$ cat config.mk
export PLATFORM = sky130hd
export DESIGN_NAME = crp_table_seating_sampler_unit
export DESIGN_NICKNAME = d
export VERILOG_FILES = /design/src/hdl/crp_pkg.sv /design/src/hdl/crp_count_ram.sv /design/src/hdl/crp_mul_unit.sv /design/src/hdl/crp_table_seating_sampler_unit.sv
export VERILOG_INCLUDE_DIRS = /design/src /design/src/hdl
export SDC_FILE = /design/constraint.sdc
export NUM_CORES = 2
export LEC_CHECK = 0
export ABC_AREA = 1
export BUFFER_PORTS_ARGS = -buffer_cell sky130_fd_sc_hd__buf_4
export CORE_UTILIZATION = 55
export CTS_CLUSTER_DIAMETER = 100
export DETAILED_ROUTE_END_ITERATION = 10
export PLACE_DENSITY = 0.74
export SLEW_MARGIN = 20
export SYNTH_ARGS = -nofsm -noshare
export SYNTH_HDL_FRONTEND = slang
export SYNTH_HIERARCHICAL = 1
export SYNTH_SLANG_ARGS = --single-unit
export TNS_END_PERCENT = 30
$ cat constraint.sdc
create_clock -name clk -period 6.82 [get_ports clk]
set_clock_uncertainty 0.05 [all_clocks]
set_input_delay 0 -clock clk [delete_from_list [all_inputs] [get_ports clk]]
set_output_delay 0 -clock clk [all_outputs]
set_load 0.1 [all_outputs]
$ cat src/hdl/crp_table_seating_sampler_unit_assert.svh
// Assertion shorthands for the table seating sampler.
// Each one samples on the rising edge of clk and is off while rst_n is low.
`ifndef CRP_TABLE_SEATING_SAMPLER_UNIT_ASSERT_SVH
`define CRP_TABLE_SEATING_SAMPLER_UNIT_ASSERT_SVH

// Check a condition at every edge.
`define CRP_ASSERT_ALWAYS(label, cond, msg) \
    label: assert property (@(posedge clk) disable iff (!rst_n) (cond)) else $error(msg);

// Check a consequence in the same cycle.
`define CRP_ASSERT_IMPLY(label, ante, cons, msg) \
    label: assert property (@(posedge clk) disable iff (!rst_n) (ante) |-> (cons)) \
        else $error(msg);

// Check a consequence in the next cycle.
`define CRP_ASSERT_NEXT(label, ante, cons, msg) \
    label: assert property (@(posedge clk) disable iff (!rst_n) (ante) |=> (cons)) \
        else $error(msg);

`endif

$ cat src/hdl/crp_pkg.sv
`timescale 1ns / 1ps

package crp_pkg;

    localparam int MAX_TABLES = 64;
    localparam int COUNT_BITS = 16;

    localparam int IDX_W      = $clog2(MAX_TABLES);
    localparam int OCC_W      = $clog2(MAX_TABLES + 1);
    localparam int N_W        = 16;
    localparam int ALPHA_W    = 16;
    localparam int ALPHA_FRAC = 8;
    localparam int DRAW_W     = 16;

    // n*2^8 + alpha needs one bit above n*2^8; the seat test multiplies by count_sum
    localparam int FRESH_B_W  = N_W + ALPHA_FRAC + 1;
    localparam int MUL_B_W    = (COUNT_BITS > FRESH_B_W) ? COUNT_BITS : FRESH_B_W;
    localparam int PROD_W     = DRAW_W + MUL_B_W;
    localparam int CMP_W      = PROD_W + 1;

    localparam logic [COUNT_BITS-1:0] COUNT_MAX = {COUNT_BITS{1'b1}};

    typedef enum logic [1:0] {
        ACT_ADD         = 2'd0,
        ACT_REMOVE      = 2'd1,
        ACT_REMOVE_LAST = 2'd2
    } action_t;

    typedef enum logic [1:0] {
        ST_OK    = 2'd0,
        ST_EMPTY = 2'd1,
        ST_FULL  = 2'd2,
        ST_STALE = 2'd3
    } status_t;

    typedef struct packed {
        logic               en;
        logic [DRAW_W-1:0]  a;
        logic [MUL_B_W-1:0] b;
    } mul_req_t;

endpackage

$ cat src/hdl/crp_count_ram.sv
`timescale 1ns / 1ps

module crp_count_ram #(
    parameter int DEPTH = 64,
    parameter int WIDTH = 16
) (
    input  logic                     clk,
    input  logic                     we,
    input  logic [$clog2(DEPTH)-1:0] waddr,
    input  logic [WIDTH-1:0]         wdata,
    input  logic [$clog2(DEPTH)-1:0] raddr,
    output logic [WIDTH-1:0]         rdata
);

    logic [WIDTH-1:0] mem [DEPTH];
    logic [WIDTH-1:0] rdata_reg;

    always_ff @(posedge clk)
    begin
        if (we)
        begin
            mem[waddr] <= wdata;
        end
        rdata_reg <= mem[raddr];
    end

    assign rdata = rdata_reg;

endmodule

$ cat src/hdl/crp_mul_unit.sv
`timescale 1ns / 1ps

// Registered draw-by-weight multiplier, shared by the new-table and seat tests.
module crp_mul_unit (
    input  logic                      clk,
    input  crp_pkg::mul_req_t         req,
    output logic [crp_pkg::PROD_W-1:0] prod
);

    logic [crp_pkg::PROD_W-1:0] prod_reg;

    always_ff @(posedge clk)
    begin
        if (req.en)
        begin
            prod_reg <= crp_pkg::PROD_W'(req.a) * crp_pkg::PROD_W'(req.b);
        end
    end

    assign prod = prod_reg;

endmodule

$ cat src/hdl/crp_table_seating_sampler_unit.sv
`timescale 1ns / 1ps

// Chinese restaurant process seating sampler: keeps up to 64 per-table customer
// counts in a compact list and, for each input item, adds a customer (new table
// or an existing one chosen by draw_seat), removes a random customer, or undoes
// the last add, then returns exactly one result item with the touched table,
// the table count, the seated total and a status code. One item is in work at a
// time; in_stall stays high from acceptance until the result is loaded into the
// output register, which may still be waiting while the next item is accepted.
// Errors and unused actions need no count access, a new table is written from
// S_FRESH_TEST, and a seat search or removal walks the count memory one table
// per cycle through its single read port; an erase walks the later tables down
// one per cycle through the same port. The draw products come from one
// registered 16 x 25 multiplier used by both tests.
// concentration is written through cfg_write_en/cfg_write_data and must only
// change while the block is idle. No clearing pass runs after reset.
module crp_table_seating_sampler_unit (
    input  logic                            clk,
    input  logic                            rst_n,

    input  logic                            cfg_write_en,
    input  logic [crp_pkg::ALPHA_W-1:0]     cfg_write_data,

    input  logic                            in_valid,
    output logic                            in_stall,
    input  logic [1:0]                      action,
    input  logic [crp_pkg::N_W-1:0]         parent_customers,
    input  logic [crp_pkg::DRAW_W-1:0]      draw_parent,
    input  logic [crp_pkg::DRAW_W-1:0]      draw_seat,

    output logic                            out_valid,
    input  logic                            out_stall,
    output logic                            table_created,
    output logic                            table_deleted,
    output logic [crp_pkg::IDX_W-1:0]       seat_index,
    output logic [crp_pkg::OCC_W-1:0]       tables_in_use,
    output logic [crp_pkg::COUNT_BITS-1:0]  seated_total,
    output logic [1:0]                      status
);

    `include "crp_table_seating_sampler_unit_assert.svh"

    typedef enum logic [3:0] {
        S_IDLE,
        S_DECIDE,
        S_FRESH_TEST,
        S_SEAT_MUL,
        S_SCAN,
        S_LOAD,
        S_MODIFY,
        S_SHIFT,
        S_FINISH
    } state_t;

    state_t                          state_reg, state_next;

    // item fields held for the whole item
    logic [1:0]                      action_reg, action_next;
    logic [crp_pkg::N_W-1:0]         n_reg, n_next;
    logic [crp_pkg::DRAW_W-1:0]      dp_reg, dp_next;
    logic [crp_pkg::DRAW_W-1:0]      ds_reg, ds_next;
    logic [crp_pkg::ALPHA_W-1:0]     alpha_reg, alpha_next;

    // seating state
    logic [crp_pkg::OCC_W-1:0]       occ_reg, occ_next;
    logic [crp_pkg::COUNT_BITS-1:0]  sum_reg, sum_next;
    logic [crp_pkg::IDX_W-1:0]       last_reg, last_next;

    // work registers
    logic [crp_pkg::IDX_W-1:0]       idx_reg, idx_next;
    logic [crp_pkg::IDX_W-1:0]       walk_reg, walk_next;
    logic [crp_pkg::COUNT_BITS-1:0]  cnt_reg, cnt_next;
    logic [crp_pkg::COUNT_BITS-1:0]  prefix_reg, prefix_next;
    logic                            res_created_reg, res_created_next;
    logic                            res_deleted_reg, res_deleted_next;
    crp_pkg::status_t                res_status_reg, res_status_next;

    // output register
    logic                            out_valid_reg, out_valid_next;
    logic                            table_created_reg, table_created_next;
    logic                            table_deleted_reg, table_deleted_next;
    logic [crp_pkg::IDX_W-1:0]       seat_index_reg, seat_index_next;
    logic [crp_pkg::OCC_W-1:0]       tables_in_use_reg, tables_in_use_next;
    logic [crp_pkg::COUNT_BITS-1:0]  seated_total_reg, seated_total_next;
    crp_pkg::status_t                status_reg, status_next;

    // shared units
    crp_pkg::mul_req_t               mul_req;
    logic [crp_pkg::PROD_W-1:0]      prod;
    logic                            ram_we;
    logic [crp_pkg::IDX_W-1:0]       ram_waddr;
    logic [crp_pkg::COUNT_BITS-1:0]  ram_wdata;
    logic [crp_pkg::IDX_W-1:0]       ram_raddr;
    logic [crp_pkg::COUNT_BITS-1:0]  ram_rdata;

    // datapath terms
    logic                            fresh;
    logic [crp_pkg::COUNT_BITS:0]    prefix_sum;
    logic                            seat_hit;
    logic [crp_pkg::COUNT_BITS-1:0]  cnt_dec;

    // checking terms
    logic                            sum_update;
    logic                            walk_in_use;
    logic                            created_tail;

    crp_mul_unit u_mul (
        .clk  (clk),
        .req  (mul_req),
        .prod (prod)
    );

    crp_count_ram #(
        .DEPTH (crp_pkg::MAX_TABLES),
        .WIDTH (crp_pkg::COUNT_BITS)
    ) u_counts (
        .clk   (clk),
        .we    (ram_we),
        .waddr (ram_waddr),
        .wdata (ram_wdata),
        .raddr (ram_raddr),
        .rdata (ram_rdata)
    );

    // New table when the list is empty or dp * (n*2^8 + alpha) >= n * 2^24.
    assign fresh = (occ_reg == '0) ||
        (prod >= crp_pkg::PROD_W'({n_reg, {(crp_pkg::DRAW_W + crp_pkg::ALPHA_FRAC){1'b0}}}));

    // Seat test: prefix * 2^16 >= ds * total; the last in-use table always hits.
    assign prefix_sum = {1'b0, prefix_reg} + {1'b0, ram_rdata};
    assign seat_hit   =
        (crp_pkg::CMP_W'({prefix_sum, {crp_pkg::DRAW_W{1'b0}}}) >= crp_pkg::CMP_W'(prod)) ||
        (crp_pkg::OCC_W'(walk_reg) == occ_reg - crp_pkg::OCC_W'(1));

    assign cnt_dec = cnt_reg - crp_pkg::COUNT_BITS'(1);

    always_comb
    begin
        state_next         = state_reg;
        action_next        = action_reg;
        n_next             = n_reg;
        dp_next            = dp_reg;
        ds_next            = ds_reg;
        alpha_next         = alpha_reg;
        occ_next           = occ_reg;
        sum_next           = sum_reg;
        last_next          = last_reg;
        idx_next           = idx_reg;
        walk_next          = walk_reg;
        cnt_next           = cnt_reg;
        prefix_next        = prefix_reg;
        res_created_next   = res_created_reg;
        res_deleted_next   = res_deleted_reg;
        res_status_next    = res_status_reg;
        table_created_next = table_created_reg;
        table_deleted_next = table_deleted_reg;
        seat_index_next    = seat_index_reg;
        tables_in_use_next = tables_in_use_reg;
        seated_total_next  = seated_total_reg;
        status_next        = status_reg;

        // drop the result once the consumer takes it
        out_valid_next     = out_valid_reg && out_stall;

        mul_req.en = 1'b0;
        mul_req.a  = dp_reg;
        mul_req.b  = crp_pkg::MUL_B_W'({n_reg, {crp_pkg::ALPHA_FRAC{1'b0}}}) +
                     crp_pkg::MUL_B_W'(alpha_reg);

        ram_we    = 1'b0;
        ram_waddr = idx_reg;
        ram_wdata = cnt_reg;
        ram_raddr = walk_reg;

        if (cfg_write_en)
        begin
            alpha_next = cfg_write_data;
        end

        unique case (state_reg)
            S_IDLE:
            begin
                if (in_valid)
                begin
                    action_next = action;
                    n_next      = parent_customers;
                    dp_next     = draw_parent;
                    ds_next     = draw_seat;
                    state_next  = S_DECIDE;
                end
            end

            S_DECIDE:
            begin
                res_created_next = 1'b0;
                res_deleted_next = 1'b0;
                res_status_next  = crp_pkg::ST_OK;
                idx_next         = '0;
                unique case (action_reg)
                    crp_pkg::ACT_ADD:
                    begin
                        if (sum_reg == crp_pkg::COUNT_MAX)
                        begin
                            res_status_next = crp_pkg::ST_FULL;
                            state_next      = S_FINISH;
                        end
                        else
                        begin
                            mul_req.en = 1'b1;
                            state_next = S_FRESH_TEST;
                        end
                    end
                    crp_pkg::ACT_REMOVE:
                    begin
                        if (occ_reg == '0)
                        begin
                            res_status_next = crp_pkg::ST_EMPTY;
                            state_next      = S_FINISH;
                        end
                        else
                        begin
                            state_next = S_SEAT_MUL;
                        end
                    end
                    crp_pkg::ACT_REMOVE_LAST:
                    begin
                        if (occ_reg == '0)
                        begin
                            res_status_next = crp_pkg::ST_EMPTY;
                            state_next      = S_FINISH;
                        end
                        else if (crp_pkg::OCC_W'(last_reg) >= occ_reg)
                        begin
                            res_status_next = crp_pkg::ST_STALE;
                            state_next      = S_FINISH;
                        end
                        else
                        begin
                            idx_next   = last_reg;
                            ram_raddr  = last_reg;
                            state_next = S_LOAD;
                        end
                    end
                    default:
                    begin
                        // unused action: report the state untouched
                        state_next = S_FINISH;
                    end
                endcase
            end

            S_FRESH_TEST:
            begin
                if (fresh)
                begin
                    if (occ_reg >= crp_pkg::OCC_W'(crp_pkg::MAX_TABLES))
                    begin
                        res_status_next = crp_pkg::ST_FULL;
                    end
                    else
                    begin
                        ram_we           = 1'b1;
                        ram_waddr        = crp_pkg::IDX_W'(occ_reg);
                        ram_wdata        = crp_pkg::COUNT_BITS'(1);
                        idx_next         = crp_pkg::IDX_W'(occ_reg);
                        last_next        = crp_pkg::IDX_W'(occ_reg);
                        occ_next         = occ_reg + crp_pkg::OCC_W'(1);
                        sum_next         = sum_reg + crp_pkg::COUNT_BITS'(1);
                        res_created_next = 1'b1;
                    end
                    state_next = S_FINISH;
                end
                else
                begin
                    state_next = S_SEAT_MUL;
                end
            end

            S_SEAT_MUL:
            begin
                // target product and the first count land together
                mul_req.en  = 1'b1;
                mul_req.a   = ds_reg;
                mul_req.b   = crp_pkg::MUL_B_W'(sum_reg);
                ram_raddr   = '0;
                walk_next   = '0;
                prefix_next = '0;
                state_next  = S_SCAN;
            end

            S_SCAN:
            begin
                ram_raddr = walk_reg + crp_pkg::IDX_W'(1);
                if (seat_hit)
                begin
                    idx_next   = walk_reg;
                    cnt_next   = ram_rdata;
                    state_next = S_MODIFY;
                end
                else
                begin
                    walk_next   = walk_reg + crp_pkg::IDX_W'(1);
                    prefix_next = prefix_sum[crp_pkg::COUNT_BITS-1:0];
                end
            end

            S_LOAD:
            begin
                cnt_next   = ram_rdata;
                state_next = S_MODIFY;
            end

            S_MODIFY:
            begin
                if (action_reg == crp_pkg::ACT_ADD)
                begin
                    ram_we     = 1'b1;
                    ram_wdata  = cnt_reg + crp_pkg::COUNT_BITS'(1);
                    sum_next   = sum_reg + crp_pkg::COUNT_BITS'(1);
                    last_next  = idx_reg;
                    state_next = S_FINISH;
                end
                else
                begin
                    sum_next = sum_reg - crp_pkg::COUNT_BITS'(1);
                    if (cnt_dec != '0)
                    begin
                        ram_we     = 1'b1;
                        ram_wdata  = cnt_dec;
                        state_next = S_FINISH;
                    end
                    else
                    begin
                        res_deleted_next = 1'b1;
                        if (crp_pkg::OCC_W'(idx_reg) + crp_pkg::OCC_W'(1) < occ_reg)
                        begin
                            // erase: start moving later tables down
                            ram_raddr  = idx_reg + crp_pkg::IDX_W'(1);
                            walk_next  = idx_reg;
                            state_next = S_SHIFT;
                        end
                        else
                        begin
                            occ_next   = occ_reg - crp_pkg::OCC_W'(1);
                            state_next = S_FINISH;
                        end
                    end
                end
            end

            S_SHIFT:
            begin
                ram_we    = 1'b1;
                ram_waddr = walk_reg;
                ram_wdata = ram_rdata;
                ram_raddr = walk_reg + crp_pkg::IDX_W'(2);
                if (crp_pkg::OCC_W'(walk_reg) + crp_pkg::OCC_W'(2) == occ_reg)
                begin
                    occ_next   = occ_reg - crp_pkg::OCC_W'(1);
                    state_next = S_FINISH;
                end
                else
                begin
                    walk_next = walk_reg + crp_pkg::IDX_W'(1);
                end
            end

            S_FINISH:
            begin
                // hold until the output register is free
                if (!out_valid_reg || !out_stall)
                begin
                    out_valid_next     = 1'b1;
                    table_created_next = res_created_reg;
                    table_deleted_next = res_deleted_reg;
                    seat_index_next    = idx_reg;
                    tables_in_use_next = occ_reg;
                    seated_total_next  = sum_reg;
                    status_next        = res_status_reg;
                    state_next         = S_IDLE;
                end
            end

            default:
            begin
                state_next = S_IDLE;
            end
        endcase
    end

    always_ff @(posedge clk or negedge rst_n)
    begin
        if (!rst_n)
        begin
            state_reg         <= S_IDLE;
            action_reg        <= '0;
            n_reg             <= '0;
            dp_reg            <= '0;
            ds_reg            <= '0;
            alpha_reg         <= crp_pkg::ALPHA_W'(256);
            occ_reg           <= '0;
            sum_reg           <= '0;
            last_reg          <= '0;
            idx_reg           <= '0;
            walk_reg          <= '0;
            cnt_reg           <= '0;
            prefix_reg        <= '0;
            res_created_reg   <= 1'b0;
            res_deleted_reg   <= 1'b0;
            res_status_reg    <= crp_pkg::ST_OK;
            out_valid_reg     <= 1'b0;
            table_created_reg <= 1'b0;
            table_deleted_reg <= 1'b0;
            seat_index_reg    <= '0;
            tables_in_use_reg <= '0;
            seated_total_reg  <= '0;
            status_reg        <= crp_pkg::ST_OK;
        end
        else
        begin
            state_reg         <= state_next;
            action_reg        <= action_next;
            n_reg             <= n_next;
            dp_reg            <= dp_next;
            ds_reg            <= ds_next;
            alpha_reg         <= alpha_next;
            occ_reg           <= occ_next;
            sum_reg           <= sum_next;
            last_reg          <= last_next;
            idx_reg           <= idx_next;
            walk_reg          <= walk_next;
            cnt_reg           <= cnt_next;
            prefix_reg        <= prefix_next;
            res_created_reg   <= res_created_next;
            res_deleted_reg   <= res_deleted_next;
            res_status_reg    <= res_status_next;
            out_valid_reg     <= out_valid_next;
            table_created_reg <= table_created_next;
            table_deleted_reg <= table_deleted_next;
            seat_index_reg    <= seat_index_next;
            tables_in_use_reg <= tables_in_use_next;
            seated_total_reg  <= seated_total_next;
            status_reg        <= status_next;
        end
    end

    assign in_stall      = (state_reg != S_IDLE);
    assign out_valid     = out_valid_reg;
    assign table_created = table_created_reg;
    assign table_deleted = table_deleted_reg;
    assign seat_index    = seat_index_reg;
    assign tables_in_use = tables_in_use_reg;
    assign seated_total  = seated_total_reg;
    assign status        = status_reg;

    assign sum_update   = (state_reg == S_FRESH_TEST) || (state_reg == S_MODIFY);
    assign walk_in_use  = crp_pkg::OCC_W'(walk_reg) < occ_reg;
    assign created_tail = (status_reg == crp_pkg::ST_OK) &&
        (crp_pkg::OCC_W'(seat_index_reg) + crp_pkg::OCC_W'(1) == tables_in_use_reg);

    `CRP_ASSERT_ALWAYS(a_occ_bound, occ_reg <= crp_pkg::OCC_W'(crp_pkg::MAX_TABLES), "too many tables")

    `CRP_ASSERT_IMPLY(a_scan_in_use, state_reg == S_SCAN, walk_in_use, "search left the used tables")

    `CRP_ASSERT_IMPLY(a_created_is_last, out_valid_reg && table_created_reg, created_tail, "new table not last")

    `CRP_ASSERT_NEXT(a_sum_hold, !sum_update, sum_reg == $past(sum_reg), "total moved outside an update")

endmodule
==> impl_metrics.csv <==
group,metric,value,unit
timing,setup_viol,25,
min_path,holdCritStartpoint,"out_stall",
timing,slew_viol_final,0,
worst_setup_path,cp_slowest_cell,"fa_1",
min_path,min_path_type,"primary input to flip-flop",
synthesis,synthTopCellsByCount,"nand2_1 (2,539), edfxtp_1 (1,065), nand3_1 (997)",
synthesis,synth.most_common_cell,"nand2_1",
global_route,grt_usage,0.309,
clock_tree,cts-root-buf,"clkbuf_16",
route,drc_errors,0,
floorplan,io_pins,106,
timing,setup_slack,-0.289,ns
timing,fin_crit,7.11,ns
synthesis,ys_types,62,
worst_setup_path,cp-end-kind,"flip-flop",
worst_setup_path,startpoint_type,"flip-flop",
placement,io_buffers,105,
synthesis,ys_seq_area_frac,0.518,
worst_setup_path,r2r_end,"u_mul/prod[38]",
cells_and_area,syn2layout_area_growth,14.6,%
cells_and_area,layout.nets,8398,
worst_setup_path,worstPathArrival,7.59,ns
clock_tree,cts_sinks,1262,
floorplan,die_w,362,um
route,post_drt_wl_per_cell,21.1,um
outcome,outcome,"finished with violations",
synthesis,netlist.area_leader.share,0.450,
worst_setup_path,slowest_delay,0.52,ns
timing,finalHoldViolCount,0,
worst_setup_path,reg2reg_depth,31,
clock_tree,clk_latency,0.78,ns
synthesis,yosysWarningCount,6,
worst_setup_path,crit_start,"alpha_reg[13]",
route,drtIter0Drc,6610,
worst_setup_path,reg2reg_from,"alpha_reg[13]",
floorplan,die_h,362,um
global_route,grt_overflow,0,
floorplan,core-area,128000,um^2
synthesis,synthFlopType,"edfxtp_1",
route,drt-total-wl,202,mm
job,drv_cap,0,
synthesis,synth_top_area_cell,"edfxtp_1",
clock_tree,htree_levels,4,
route,dr.pass1.iters,8,
clock_tree,cts_buffer_depth,3,
synthesis,synth_nets,8101,
route,vias,55400,
synthesis,synthArstFlopShare,0.143,
clock_tree,clkTransAtPathRegs,0.07,ns
cells_and_area,largest_reg_flops,1024,
synthesis,synth_area,71100,um^2
worst_setup_path,critPathCapture,"u_mul/prod[38]",
synthesis,synth-edff-count,1065,
cells_and_area,drive_gt1_frac,0.115,
placement,dp_hpwl,124,mm
floorplan,die_area,131000,um^2
placement,gp_congestion,0.974,
worst_setup_path,reg2reg_slack,-0.29,ns
placement,pre_cts_ws,-0.736,ns
floorplan,rows,131,
worst_setup_path,crit_type,"flip-flop to flip-flop",
clock_tree,tritoncts,"yes",
global_route,grt_pass1_vias,54600,
synthesis,ys_ff_latch,1262,
clock_tree,cts_buffers,130,
synthesis,syn_avg_cell_area,9.46,um^2
timing,rsz0062_at_grt,"true",
global_route,grt_pass1_wl,311,mm
global_route,grt_max_degree,205,
cells_and_area,fillCellCount,9767,
timing,tightestPinTransition,1.16,ns
timing,relSlewSlack,0.230,
timing,layout_worst_path_cycle_share,1.04,
synthesis,postSynthCellCount,7515,
synthesis,synth_area_leaders,"edfxtp_1 (45%), nand2_1 (13%), fa_1 (9.1%)",
worst_setup_path,crit_fanout,10,
worst_setup_path,required,7.30,ns
timing,max_freq,0.141,GHz
route,postRouteAntennaNets,0,
route,viasPerCell,5.79,
global_route,antenna_found_initial,3,
floorplan,start_util,0.556,
outcome,violations,"setup timing",
-- per-stage QoR --
| stage | util | hold slack (ns) | TNS, ns | instance area [um^2] | cells |
|---|---|---|---|---|---|
| 2_1_floorplan | - | -0.346 | -0.0128 | 71200 | 7515 |
| 3_3_place_gp | 0.581 | 0.111 | -9.88 | 74300 | 9141 |
| 3_5_place_dp | 0.581 | 0.118 | -12.77 | 74300 | 9141 |
| 4_1_cts | 0.633 | 0.0244 | -3.07 | 81000 | 9567 |
| 5_1_grt | 0.637 | 0.0869 | -10.18 | 81500 | 9579 |
| 6_report | 0.637 | 0.0404 | -4.48 | 81500 | 9580 |
-- how the worst min path moves through the flow --
stage | end | cells past startpoint
after global placement | seat_index[0] | 1
after global routing | out_valid | 4
after floorplan | action_reg[0] | 0
after detailed placement | seat_index[0] | 1
after CTS | out_valid | 4
final | out_valid | 4
-- worst max-delay path, delay by kind of cell, from the launching register on --
| family | cells | cell delay [ns] |
|---|---|---|
| flip-flops | 1 | 0.51 |
| AO/OA/AOI/OAI | 3 | 0.58 |
| XOR/XNOR | 1 | 0.18 |
| buffers and inverters | 10 | 0.97 |
| AND/OR/NAND/NOR | 9 | 0.80 |
| adder cells (fa/ha/maj) | 8 | 3.78 |
-- layout by cell type, fill, tap and decap left out, types with 9 or more instances in the layout --
cell / n
clkinv_1: 25
nor2_4: 21
xor2_1: 74
nor3_1: 32
nand3_2: 13
inv_1: 797
nor2_1: 255
nor4_1: 9
nand3_1: 990
clkbuf_16: 131
fa_1: 315
bufinv_16: 12
a21oi_1: 85
nand4_1: 37
edfxtp_1: 1065
nor3_2: 15
dfxtp_1: 16
mux2_2: 44
nand2_4: 14
o211ai_1: 9
nand2_1: 2488
dfrtp_1: 180
buf_12: 26
inv_2: 36
clkinv_2: 20
buf_6: 11
ha_1: 170
ha_4: 23
buf_4: 345
dlygate4sd3_1: 179
o21ai_0: 162
nand2_2: 62
xnor2_1: 13
clkbuf_1: 24
nor2_2: 25
o21ai_1: 26
a21oi_2: 21
-- area by class of cell --
type                    count  area (um^2)  share of cell area
repair buffers            564         5080              0.0624
diodes                      1         2.50           0.0000307
clock buffers             159         3420              0.0420
flip-flops and latches   1262        36800               0.452
clock inverters            78          863              0.0106
well taps                1662         2080              0.0255
multi-input cells        5011        30000               0.368
inverters                 843         3200              0.0393
-- cell families (layout without fill, tap and decap cells) --
group	count (synthesis)	after routing	synth area share
other cells	0	1	0
buf+inv	1242	1644	0.0748
mux	51	51	0.00795
simple gates	3986	3986	0.235
compound gates	368	368	0.0281
fa+ha+maj	515	515	0.125
flops	1262	1262	0.518
xor+xnor	91	91	0.0114
-- repair_timing --
action,CTS,global route
pin swaps,33,60
hold endpoints to repair,177,0
hold buffers,180,0
gates resized for setup,126,109
setup endpoints to repair,25,27
buffers inserted,9,13
cloned,0,0
-- per-layer routing --
layer	share of wire	wire (um)	global-route usage	vias up
met3	0.10	20900	0.0584	616
met4	0.046	9330	0.142	6
met1	0.38	77300	0.411	26700
met5	0.00022	45	0	-
met2	0.47	94200	0.492	3113
li1	-	-	-	25000
Power is left out: the tool's default activity adds up to more than one toggle a clock period on the data nets, which glitch-free logic cannot reach.
